File: src/sv/bsfe_pkg.sv
// Shared types, constants and the FCS-16 byte update for the byte-stuffing encoder.
// No dependencies; the front end, queue, back end and top module import this package.
package bsfe_pkg;

    localparam logic [15:0] CRC_POLY      = 16'h8408;
    localparam logic [7:0]  STUFF_XOR     = 8'h20;
    localparam logic [15:0] CRC_START_RST = 16'hFFFF;
    localparam logic [7:0]  FLAG_RST      = 8'h7E;
    localparam logic [7:0]  ESCAPE_RST    = 8'h7D;

    localparam int          CFG_IDX_W     = 2;
    localparam int          CFG_DATA_W    = 16;

    localparam logic [CFG_IDX_W-1:0] REG_CRC_START = 2'd0;
    localparam logic [CFG_IDX_W-1:0] REG_FLAG      = 2'd1;
    localparam logic [CFG_IDX_W-1:0] REG_ESCAPE    = 2'd2;

    typedef struct packed {
        logic [15:0] crc_start;
        logic [7:0]  flag_value;
        logic [7:0]  escape_value;
    } t_cfg;

    typedef struct packed {
        logic [7:0]  data_byte;
        logic        first_byte;
        logic        last_byte;
        logic [15:0] crc;
    } t_cmd;

    function automatic logic [15:0] fcs_byte(input logic [15:0] crc, input logic [7:0] b);
        logic [15:0] c;
        c = crc ^ {8'h00, b};
        for (int i = 0; i < 8; i++) begin
            c = c[0] ? ((c >> 1) ^ CRC_POLY) : (c >> 1);
        end
        return c;
    endfunction

endpackage

File: src/sv/bsfe_in_if.sv
// Input channel of the encoder: one frame content byte with first and last marks.
// No dependencies.
interface bsfe_in_if;
    logic       valid;
    logic       ready;
    logic [7:0] data_byte;
    logic       first_byte;
    logic       last_byte;

    modport source (output valid, data_byte, first_byte, last_byte, input ready);
    modport sink   (input valid, data_byte, first_byte, last_byte, output ready);
endinterface

File: src/sv/bsfe_out_if.sv
// Output channel of the encoder: one line byte with the end-of-run mark.
// No dependencies.
interface bsfe_out_if;
    logic       valid;
    logic       ready;
    logic [7:0] line_byte;
    logic       run_end;

    modport source (output valid, line_byte, run_end, input ready);
    modport sink   (input valid, line_byte, run_end, output ready);
endinterface

File: src/sv/bsfe_front.sv
// Front end: accepts content bytes, keeps the running FCS-16 and queues one command per item.
// Depends on bsfe_pkg and bsfe_in_if.
module bsfe_front (
    input  logic              i_clk,
    input  logic              i_rst_n,
    input  bsfe_pkg::t_cfg    i_cfg,
    bsfe_in_if.sink           i_in,
    output logic              o_wr_valid,
    input  logic              i_wr_ready,
    output bsfe_pkg::t_cmd    o_wr_cmd
);
    import bsfe_pkg::*;

    logic [15:0] r_crc;
    logic [15:0] n_crc;
    logic [15:0] crc_base;
    logic        accept;

    assign i_in.ready = i_wr_ready;
    assign accept     = i_in.valid && i_wr_ready;
    assign crc_base   = i_in.first_byte ? i_cfg.crc_start : r_crc;
    assign n_crc      = fcs_byte(crc_base, i_in.data_byte);

    assign o_wr_valid          = i_in.valid;
    assign o_wr_cmd.data_byte  = i_in.data_byte;
    assign o_wr_cmd.first_byte = i_in.first_byte;
    assign o_wr_cmd.last_byte  = i_in.last_byte;
    assign o_wr_cmd.crc        = n_crc;

    always_ff @(posedge i_clk) begin
        if (!i_rst_n) begin
            r_crc <= CRC_START_RST;
        end else if (accept) begin
            r_crc <= n_crc;
        end
    end

endmodule

File: src/sv/bsfe_queue.sv
// Command queue between front and back end, built from flip-flops.
// Depends on bsfe_pkg.
module bsfe_queue #(
    parameter int DEPTH = 4
) (
    input  logic           i_clk,
    input  logic           i_rst_n,
    input  logic           i_wr_valid,
    output logic           o_wr_ready,
    input  bsfe_pkg::t_cmd i_wr_cmd,
    output logic           o_rd_valid,
    input  logic           i_rd_pop,
    output bsfe_pkg::t_cmd o_rd_cmd
);
    import bsfe_pkg::*;

    localparam int PW = (DEPTH > 1) ? $clog2(DEPTH) : 1;
    localparam int CW = $clog2(DEPTH + 1);

    t_cmd          r_mem [DEPTH];
    logic [PW-1:0] r_wr_ptr;
    logic [PW-1:0] r_rd_ptr;
    logic [CW-1:0] r_count;
    logic          push;
    logic          pop;

    assign o_wr_ready = (r_count < CW'(DEPTH));
    assign o_rd_valid = (r_count != '0);
    assign o_rd_cmd   = r_mem[r_rd_ptr];
    assign push       = i_wr_valid && o_wr_ready;
    assign pop        = i_rd_pop && o_rd_valid;

    always_ff @(posedge i_clk) begin
        if (!i_rst_n) begin
            r_wr_ptr <= '0;
            r_rd_ptr <= '0;
            r_count  <= '0;
        end else begin
            if (push) begin
                r_wr_ptr <= (r_wr_ptr == PW'(DEPTH - 1)) ? '0 : r_wr_ptr + 1'b1;
            end
            if (pop) begin
                r_rd_ptr <= (r_rd_ptr == PW'(DEPTH - 1)) ? '0 : r_rd_ptr + 1'b1;
            end
            if (push && !pop) begin
                r_count <= r_count + 1'b1;
            end else if (pop && !push) begin
                r_count <= r_count - 1'b1;
            end
        end
    end

    always_ff @(posedge i_clk) begin
        if (push) begin
            r_mem[r_wr_ptr] <= i_wr_cmd;
        end
    end

endmodule

File: src/sv/bsfe_back.sv
// Back end: per command, flag if first, escaped data, escaped CRC and end flag if last.
// Depends on bsfe_pkg and bsfe_out_if.
module bsfe_back (
    input  logic           i_clk,
    input  logic           i_rst_n,
    input  bsfe_pkg::t_cfg i_cfg,
    input  logic           i_rd_valid,
    input  bsfe_pkg::t_cmd i_rd_cmd,
    output logic           o_rd_pop,
    bsfe_out_if.source     o_out
);
    import bsfe_pkg::*;

    localparam logic [2:0] ST_FLAG_OPEN  = 3'd0;
    localparam logic [2:0] ST_DATA       = 3'd1;
    localparam logic [2:0] ST_CRC_LO     = 3'd2;
    localparam logic [2:0] ST_CRC_HI     = 3'd3;
    localparam logic [2:0] ST_FLAG_CLOSE = 3'd4;

    logic [2:0] r_step;
    logic       r_half;
    logic       r_valid;
    logic [7:0] r_byte;
    logic       r_end;

    logic [2:0] step;
    logic [2:0] next_step;
    logic [2:0] n_step;
    logic       n_half;
    logic [7:0] raw;
    logic [7:0] n_byte;
    logic       stuffable;
    logic       hit;
    logic       step_done;
    logic       end_step;
    logic       item_done;
    logic       emit;

    always_comb begin
        step = (r_step == ST_FLAG_OPEN && !i_rd_cmd.first_byte) ? ST_DATA : r_step;

        case (step)
            ST_FLAG_OPEN: begin
                raw = i_cfg.flag_value; stuffable = 1'b0;
                next_step = ST_DATA; end_step = 1'b0;
            end
            ST_DATA: begin
                raw = i_rd_cmd.data_byte; stuffable = 1'b1;
                next_step = i_rd_cmd.last_byte ? ST_CRC_LO : ST_FLAG_OPEN;
                end_step  = !i_rd_cmd.last_byte;
            end
            ST_CRC_LO: begin
                raw = i_rd_cmd.crc[7:0]; stuffable = 1'b1;
                next_step = ST_CRC_HI; end_step = 1'b0;
            end
            ST_CRC_HI: begin
                raw = i_rd_cmd.crc[15:8]; stuffable = 1'b1;
                next_step = ST_FLAG_CLOSE; end_step = 1'b0;
            end
            ST_FLAG_CLOSE: begin
                raw = i_cfg.flag_value; stuffable = 1'b0;
                next_step = ST_FLAG_OPEN; end_step = 1'b1;
            end
            default: begin
                raw = i_cfg.flag_value; stuffable = 1'b0;
                next_step = ST_FLAG_OPEN; end_step = 1'b1;
            end
        endcase

        hit = stuffable && (raw == i_cfg.flag_value || raw == i_cfg.escape_value);

        if (hit && !r_half) begin
            n_byte    = i_cfg.escape_value;
            step_done = 1'b0;
        end else if (hit) begin
            n_byte    = raw ^ STUFF_XOR;
            step_done = 1'b1;
        end else begin
            n_byte    = raw;
            step_done = 1'b1;
        end

        item_done = step_done && end_step;
        n_step    = step_done ? next_step : r_step;
        n_half    = !step_done;
        emit      = i_rd_valid && (!r_valid || o_out.ready);
    end

    assign o_rd_pop        = emit && item_done;
    assign o_out.valid     = r_valid;
    assign o_out.line_byte = r_byte;
    assign o_out.run_end   = r_end;

    always_ff @(posedge i_clk) begin
        if (!i_rst_n) begin
            r_step  <= ST_FLAG_OPEN;
            r_half  <= 1'b0;
            r_valid <= 1'b0;
        end else begin
            if (emit) begin
                r_step  <= n_step;
                r_half  <= n_half;
                r_valid <= 1'b1;
            end else if (o_out.ready) begin
                r_valid <= 1'b0;
            end
        end
    end

    always_ff @(posedge i_clk) begin
        if (emit) begin
            r_byte <= n_byte;
            r_end  <= item_done;
        end
    end

endmodule

File: src/sv/byte_stuffing_frame_encoder.sv
// Byte-stuffing frame encoder with FCS-16: config registers, front end, queue, back end.
// Depends on bsfe_pkg, bsfe_in_if, bsfe_out_if, bsfe_front, bsfe_queue and bsfe_back.
// An accepted item is stored in the queue, then its first line byte in r_byte.
// Throughput: one line byte per cycle unless stalled; an item yields 1 to 8 line bytes.
// Input is taken every cycle while the QUEUE_DEPTH-entry command queue has room.
// Reset: registers to 0xFFFF/0x7E/0x7D, running CRC to 0xFFFF, queue and output emptied.
module byte_stuffing_frame_encoder #(
    parameter int QUEUE_DEPTH = 4
) (
    input  logic                                i_clk,
    input  logic                                i_rst_n,
    bsfe_in_if.sink                             i_in,
    bsfe_out_if.source                          o_out,
    input  logic                                i_cfg_we,
    input  logic [bsfe_pkg::CFG_IDX_W-1:0]      i_cfg_idx,
    input  logic [bsfe_pkg::CFG_DATA_W-1:0]     i_cfg_data
);
    import bsfe_pkg::*;

    t_cfg r_cfg;
    t_cmd wr_cmd;
    t_cmd rd_cmd;
    logic wr_valid;
    logic wr_ready;
    logic rd_valid;
    logic rd_pop;

    always_ff @(posedge i_clk) begin
        if (!i_rst_n) begin
            r_cfg.crc_start    <= CRC_START_RST;
            r_cfg.flag_value   <= FLAG_RST;
            r_cfg.escape_value <= ESCAPE_RST;
        end else if (i_cfg_we) begin
            case (i_cfg_idx)
                REG_CRC_START: r_cfg.crc_start    <= i_cfg_data;
                REG_FLAG:      r_cfg.flag_value   <= i_cfg_data[7:0];
                REG_ESCAPE:    r_cfg.escape_value <= i_cfg_data[7:0];
                default: ;
            endcase
        end
    end

    bsfe_front u_front (
        .i_clk      (i_clk),
        .i_rst_n    (i_rst_n),
        .i_cfg      (r_cfg),
        .i_in       (i_in),
        .o_wr_valid (wr_valid),
        .i_wr_ready (wr_ready),
        .o_wr_cmd   (wr_cmd)
    );

    bsfe_queue #(
        .DEPTH (QUEUE_DEPTH)
    ) u_queue (
        .i_clk      (i_clk),
        .i_rst_n    (i_rst_n),
        .i_wr_valid (wr_valid),
        .o_wr_ready (wr_ready),
        .i_wr_cmd   (wr_cmd),
        .o_rd_valid (rd_valid),
        .i_rd_pop   (rd_pop),
        .o_rd_cmd   (rd_cmd)
    );

    bsfe_back u_back (
        .i_clk      (i_clk),
        .i_rst_n    (i_rst_n),
        .i_cfg      (r_cfg),
        .i_rd_valid (rd_valid),
        .i_rd_cmd   (rd_cmd),
        .o_rd_pop   (rd_pop),
        .o_out      (o_out)
    );

endmodule
File: src/flat_wrapper.sv
// flat-port wrapper written by rule: the top's interface ports become plain ports
module byte_stuffing_frame_encoder_flat import bsfe_pkg::*;
#(
    parameter int QUEUE_DEPTH = 4
)
  (i_clk, i_rst_n, i_cfg_we, i_cfg_idx, i_cfg_data, i_in_valid, i_in_data_byte, i_in_first_byte, i_in_last_byte, i_in_ready, o_out_valid, o_out_line_byte, o_out_run_end, o_out_ready);
  bsfe_in_if i_in_i ();
  bsfe_out_if o_out_i ();
  input  logic i_clk;
  input  logic i_rst_n;
  input  logic i_cfg_we;
  input  logic [bsfe_pkg::CFG_IDX_W-1:0] i_cfg_idx;
  input  logic [bsfe_pkg::CFG_DATA_W-1:0] i_cfg_data;
  input wire logic [$bits(i_in_i.valid)-1:0] i_in_valid;
  input wire logic [$bits(i_in_i.data_byte)-1:0] i_in_data_byte;
  input wire logic [$bits(i_in_i.first_byte)-1:0] i_in_first_byte;
  input wire logic [$bits(i_in_i.last_byte)-1:0] i_in_last_byte;
  output wire logic [$bits(i_in_i.ready)-1:0] i_in_ready;
  output wire logic [$bits(o_out_i.valid)-1:0] o_out_valid;
  output wire logic [$bits(o_out_i.line_byte)-1:0] o_out_line_byte;
  output wire logic [$bits(o_out_i.run_end)-1:0] o_out_run_end;
  input wire logic [$bits(o_out_i.ready)-1:0] o_out_ready;
  assign i_in_i.valid = i_in_valid;
  assign i_in_i.data_byte = i_in_data_byte;
  assign i_in_i.first_byte = i_in_first_byte;
  assign i_in_i.last_byte = i_in_last_byte;
  assign i_in_ready = i_in_i.ready;
  assign o_out_valid = o_out_i.valid;
  assign o_out_line_byte = o_out_i.line_byte;
  assign o_out_run_end = o_out_i.run_end;
  assign o_out_i.ready = o_out_ready;
  byte_stuffing_frame_encoder #(.QUEUE_DEPTH(QUEUE_DEPTH)) u_core (.i_clk(i_clk), .i_rst_n(i_rst_n), .i_in(i_in_i), .o_out(o_out_i), .i_cfg_we(i_cfg_we), .i_cfg_idx(i_cfg_idx), .i_cfg_data(i_cfg_data));
endmodule
File: config.mk
export PLATFORM = sky130hd
export DESIGN_NAME = byte_stuffing_frame_encoder_flat
export DESIGN_NICKNAME = d
export VERILOG_FILES = /design/src/sv/bsfe_pkg.sv /design/src/sv/bsfe_in_if.sv /design/src/sv/bsfe_out_if.sv /design/src/sv/bsfe_front.sv /design/src/sv/bsfe_queue.sv /design/src/sv/bsfe_back.sv /design/src/sv/byte_stuffing_frame_encoder.sv /design/src/flat_wrapper.sv
export SDC_FILE = /design/constraint.sdc
export NUM_CORES = 1
export LEC_CHECK = 0
export ABC_AREA = 0
export BUFFER_PORTS_ARGS = -buffer_cell sky130_fd_sc_hd__buf_4
export CAP_MARGIN = 20
export CORE_UTILIZATION = 50
export DETAILED_ROUTE_END_ITERATION = 7
export GPL_ROUTABILITY_DRIVEN = 0
export PLACE_DENSITY = 0.67
export RECOVER_POWER = 50
export SLEW_MARGIN = 20
export SYNTH_ARGS = -nofsm -noshare
export SYNTH_HDL_FRONTEND = slang
export SYNTH_SLANG_ARGS = --single-unit
File: constraint.sdc
create_clock -name i_clk -period 8.05 [get_ports i_clk]
set_input_delay 0.4025 -clock i_clk [delete_from_list [all_inputs] [get_ports i_clk]]
set_output_delay 0.4025 -clock i_clk [all_outputs]
set_load 0.05 [all_outputs]
==> reports/summary.md <==
Synth
• 66 — Distinct cells, synth
• 639 — number of standard cells after synthesis
• 0 — async set-or-reset flop fraction in the synthesized netlist
• 0 — YS warnings
• 679 — net count of the mapped netlist
• edfxtp_1 — library cell with the largest summed area after synthesis
• 0.6040 — sequential cell area fraction in the yosys report
• 175 — post-synthesis register bit count
• 0.4423 — area fraction of the dominant cell type after synthesis
• 0.007672 mm2 — post-synthesis instance area
• 113 — number of synthesized flops with an enable pin
• edfxtp_1 44%, dfxtp_1 16%, mux2i_1 7.4%, nand2_1 5.9%, nand3_1 3.1% — leading cell types by total area after synthesis
• 12.01 um2 — Mapped Avg Cell Area
• edfxtp_1 — leading register cell type out of synthesis

Floorplan
• 0.01584 mm2 — die footprint
• 125.9 um — x dimension of the die
• 0.01475 mm2 — placeable core region
• 125.9 um — die boundary height
• 44 — number of cell rows
• 44 — boundary pin count
• 0.5200 — Initial Utilization

Global routing
• 0 — GR Overflow Total
• 4911 — via count of the first global-routing pass
• 0 — antenna violations before repair
• 66 — maximum number of pins on one net before global-route repair
• 27.09 mm — wire length of the first global-routing pass
• 0.2305 — Global Route Usage Sum

Power
• 3.177 nW — cell leakage power
• 0.409 — fraction of power consumed by sequential logic
• 0.269 — share of power burned in the clock network
• 3.037 mW — post-layout power
• 1.043 mW — net switching power
• 0.1642 mV — worst ir drop on vdd
• 0.322 — power share of the combinational group
• 1.994 mW — cell-internal power
• 351.0 mW/mm2 — power density cells
• 0.3435 — switch share

Routing
• 6 — iteration count of the initial detailed-routing pass
• 0 — residual DRC count
• 5164 — vias after detailed routing
• 0 — number of nets with antenna violations after routing
• 497 — number of DRC violations after detailed-routing iteration 0
• 17.21 mm — wire length reported by the detailed router
• 5.908 — routed vias/inst
• 19.69 um — routed length per placed instance

Place
• 842 — number of placed cells counting well taps
• 11.89 mm — Detail Placement HPWL
• 43 — count of input and output buffers
• 2590 ps — pre-CTS setup slack

Timing
• 0 — number of setup violations in the final report
• 0 ps — summed negative setup slack over all endpoints
• -0.7754 — Max transition margin
• 66 — max-slew violation count
• 0.1812 GHz — maximum frequency from static timing analysis
• 5.447 ps — Final Skew
• 0 — final number of hold-violating endpoints
• 177.1 ps — final-layout worst hold slack
• 0.6855 — post-route fraction of the period consumed by the critical path
• 2532 ps — final setup slack of the worst path
• 5518 ps — time the final worst path needs with I/O delays and setup
• 2663 ps — Least-Margin Pin Slew
• no — setup repair after global routing missed its margin

Worst setup path
• 8400 ps — required time of the worst setup path
• register — CP Launch Type
• register — crit end category
• reg -> reg — Crit Path Category
• 23 — maximum fanout encountered on the critical timing path
• 5870 ps — data arrival time of the critical path

Clocking
• 0 — cts repair resizes
• 4 — Max H-tree Level
• 0 — hold buffer count at cts
• 17 — number of buffers created by CTS
• done — CTS tree
• 175 — number of sinks on the clock net
• clkbuf_16 — CTS Root Cell
• 430 ps — latest clock arrival within the worst-skew pair
• 2 — buffers from clock root to sink, at most
• 0 — post-CTS setup-driven buffer insertion count
• 60 ps — register clock-pin slew on the reported worst setup and hold paths

Run
• 1 — maxcap violations

Layout
• 717 — Total Nets Final
• 12.79% — Synth-to-Final Area Change
• 0 — ant diodes
• 874 — number of cells in the finished layout apart from fillers
• 0.1130 — proportion of layout cells with a drive suffix above 1

Hold path
• in -> reg — Hold Crit Class
• i_cfg_data[12] — min-delay src

Outcome
• capacitance limit, slew limit — violations in the final reports
• complete, but fails checks — run status

synth_stat cells (6+ instances only):
cell type,count
mux2i_1,57
a31oi_1,8
nand3_1,47
edfxtp_1,113
o211ai_1,8
a21oi_1,8
dfxtp_1,62
nor2_1,20
buf_2,9
ha_1,6
o22ai_1,11
inv_1,17
xnor2_1,17
and2_1,11
mux4_2,9
xor2_1,9
nand2_1,120
a21boi_0,7
clkbuf_1,19
layer usage:
| metal | track usage | routed length [um] | vias up |
|---|---|---|---|
| li1 | - | - | 2417 |
| met1 | 0.3149 | 7813 | 2557 |
| met2 | 0.3654 | 8204 | 159 |
| met3 | 0.04843 | 903 | 31 |
| met4 | 0.08363 | 291 | 0 |
| met5 | 0 | 0 | - |
cell type report:
| cell class | instances | area [um2] |
|---|---|---|
| Clock buffer | 23 | 489.2 |
| Clock inverter | 9 | 105.1 |
| Fill cell | 1216 | 6101 |
| Inverter | 17 | 63.81 |
| Multi-Input combinational cell | 416 | 2836 |
| Sequential cell | 175 | 4636 |
| Tap cell | 184 | 230.2 |
| Timing Repair Buffer | 50 | 292.8 |
power groups by stage:
stage / Clock [mW] / Combinational, mW / Sequential [mW]
5_1_grt: 0.864 / 1.07 / 1.26
4_1_cts: 0.829 / 0.999 / 1.24
2_1_floorplan: 0 / 0.664 / 1.32
3_3_place_gp: 0 / 0.970 / 1.25
6_report: 0.816 / 0.978 / 1.24
3_5_place_dp: 0 / 0.994 / 1.26
worst max-delay path, cell delays in order, from the launching register on:
cell      delay (ps)
dfxtp_2          760
buf_4            470
mux4_2           400
a21o_1           360
and2_1           260
or4_1            420
a32oi_1          190
nand4b_1         210
a211oi_4         700
nor4_2           190
inv_1            120
ha_1             190
inv_1             70
fa_1             430
xor2_1           170
or3_1            300
a21boi_0         160
worst paths after layout:
check	slack, ps	endpoint	cells past startpoint
max reg2reg	2530	u_core.u_queue.r_count[2]	16
max	2530	u_core.u_queue.r_count[2]	16
min	180	u_core.r_cfg[28]	3
min reg2reg	460	u_core.u_front.r_crc[5]	2
per-stage QoR:
step | instance area, um2 | util
CTS | 8736 | 0.5921
global route | 8653 | 0.5865
finish | 8653 | 0.5865
floorplan | 7672 | -
global placement | 8142 | 0.5518
detailed placement | 8142 | 0.5518
cells in the final DEF (no fill, tap or decap), types with 4 or more instances in the layout:
master and count:
nand2_1 120, nor3_1 4, ha_1 6, inv_1 17, clkbuf_16 18, a31oi_1 8, nand3b_1 4, a21boi_0 7
xor2_1 9, nand3_1 47, o211ai_1 8, and2_1 11, mux2i_1 57, a21oi_1 8, edfxtp_1 113, o22ai_1 11
dfxtp_1 61, nor2_1 20, clkbuf_1 25, buf_4 28, o21ai_0 4, xnor2_1 17, mux4_2 9
state kept, by name, summed over array words and instances (netlist names), named ones only:
register                       flops
u_core.u_queue.r_mem             104
u_core.r_cfg                      32
u_core.u_front.r_crc              16
u_core.u_back.o_out.line_byte      8
u_core.u_back.r_step               3
u_core.u_queue.r_count             3
u_core.u_queue.r_rd_ptr            2
u_core.u_queue.r_wr_ptr            2
u_core.u_back.o_out.run_end        1
u_core.u_back.o_out.valid          1
u_core.u_back.r_half               1
kinds of logic (layout without fill, tap and decap cells):
| kind of cell | after synthesis | count (layout) | share of synthesized area |
|---|---|---|---|
| muxes | 69 | 69 | 0.1052 |
| adders and majority gates | 7 | 7 | 0.01239 |
| and+or+nand+nor | 238 | 238 | 0.1482 |
| AOI/OAI and AO/OA | 76 | 76 | 0.07355 |
| DFF | 175 | 175 | 0.6040 |
| buffers and inverters | 48 | 99 | 0.02691 |
| xor gates and xnor gates | 26 | 26 | 0.02968 |
Power figures use the tool's default switching activity.
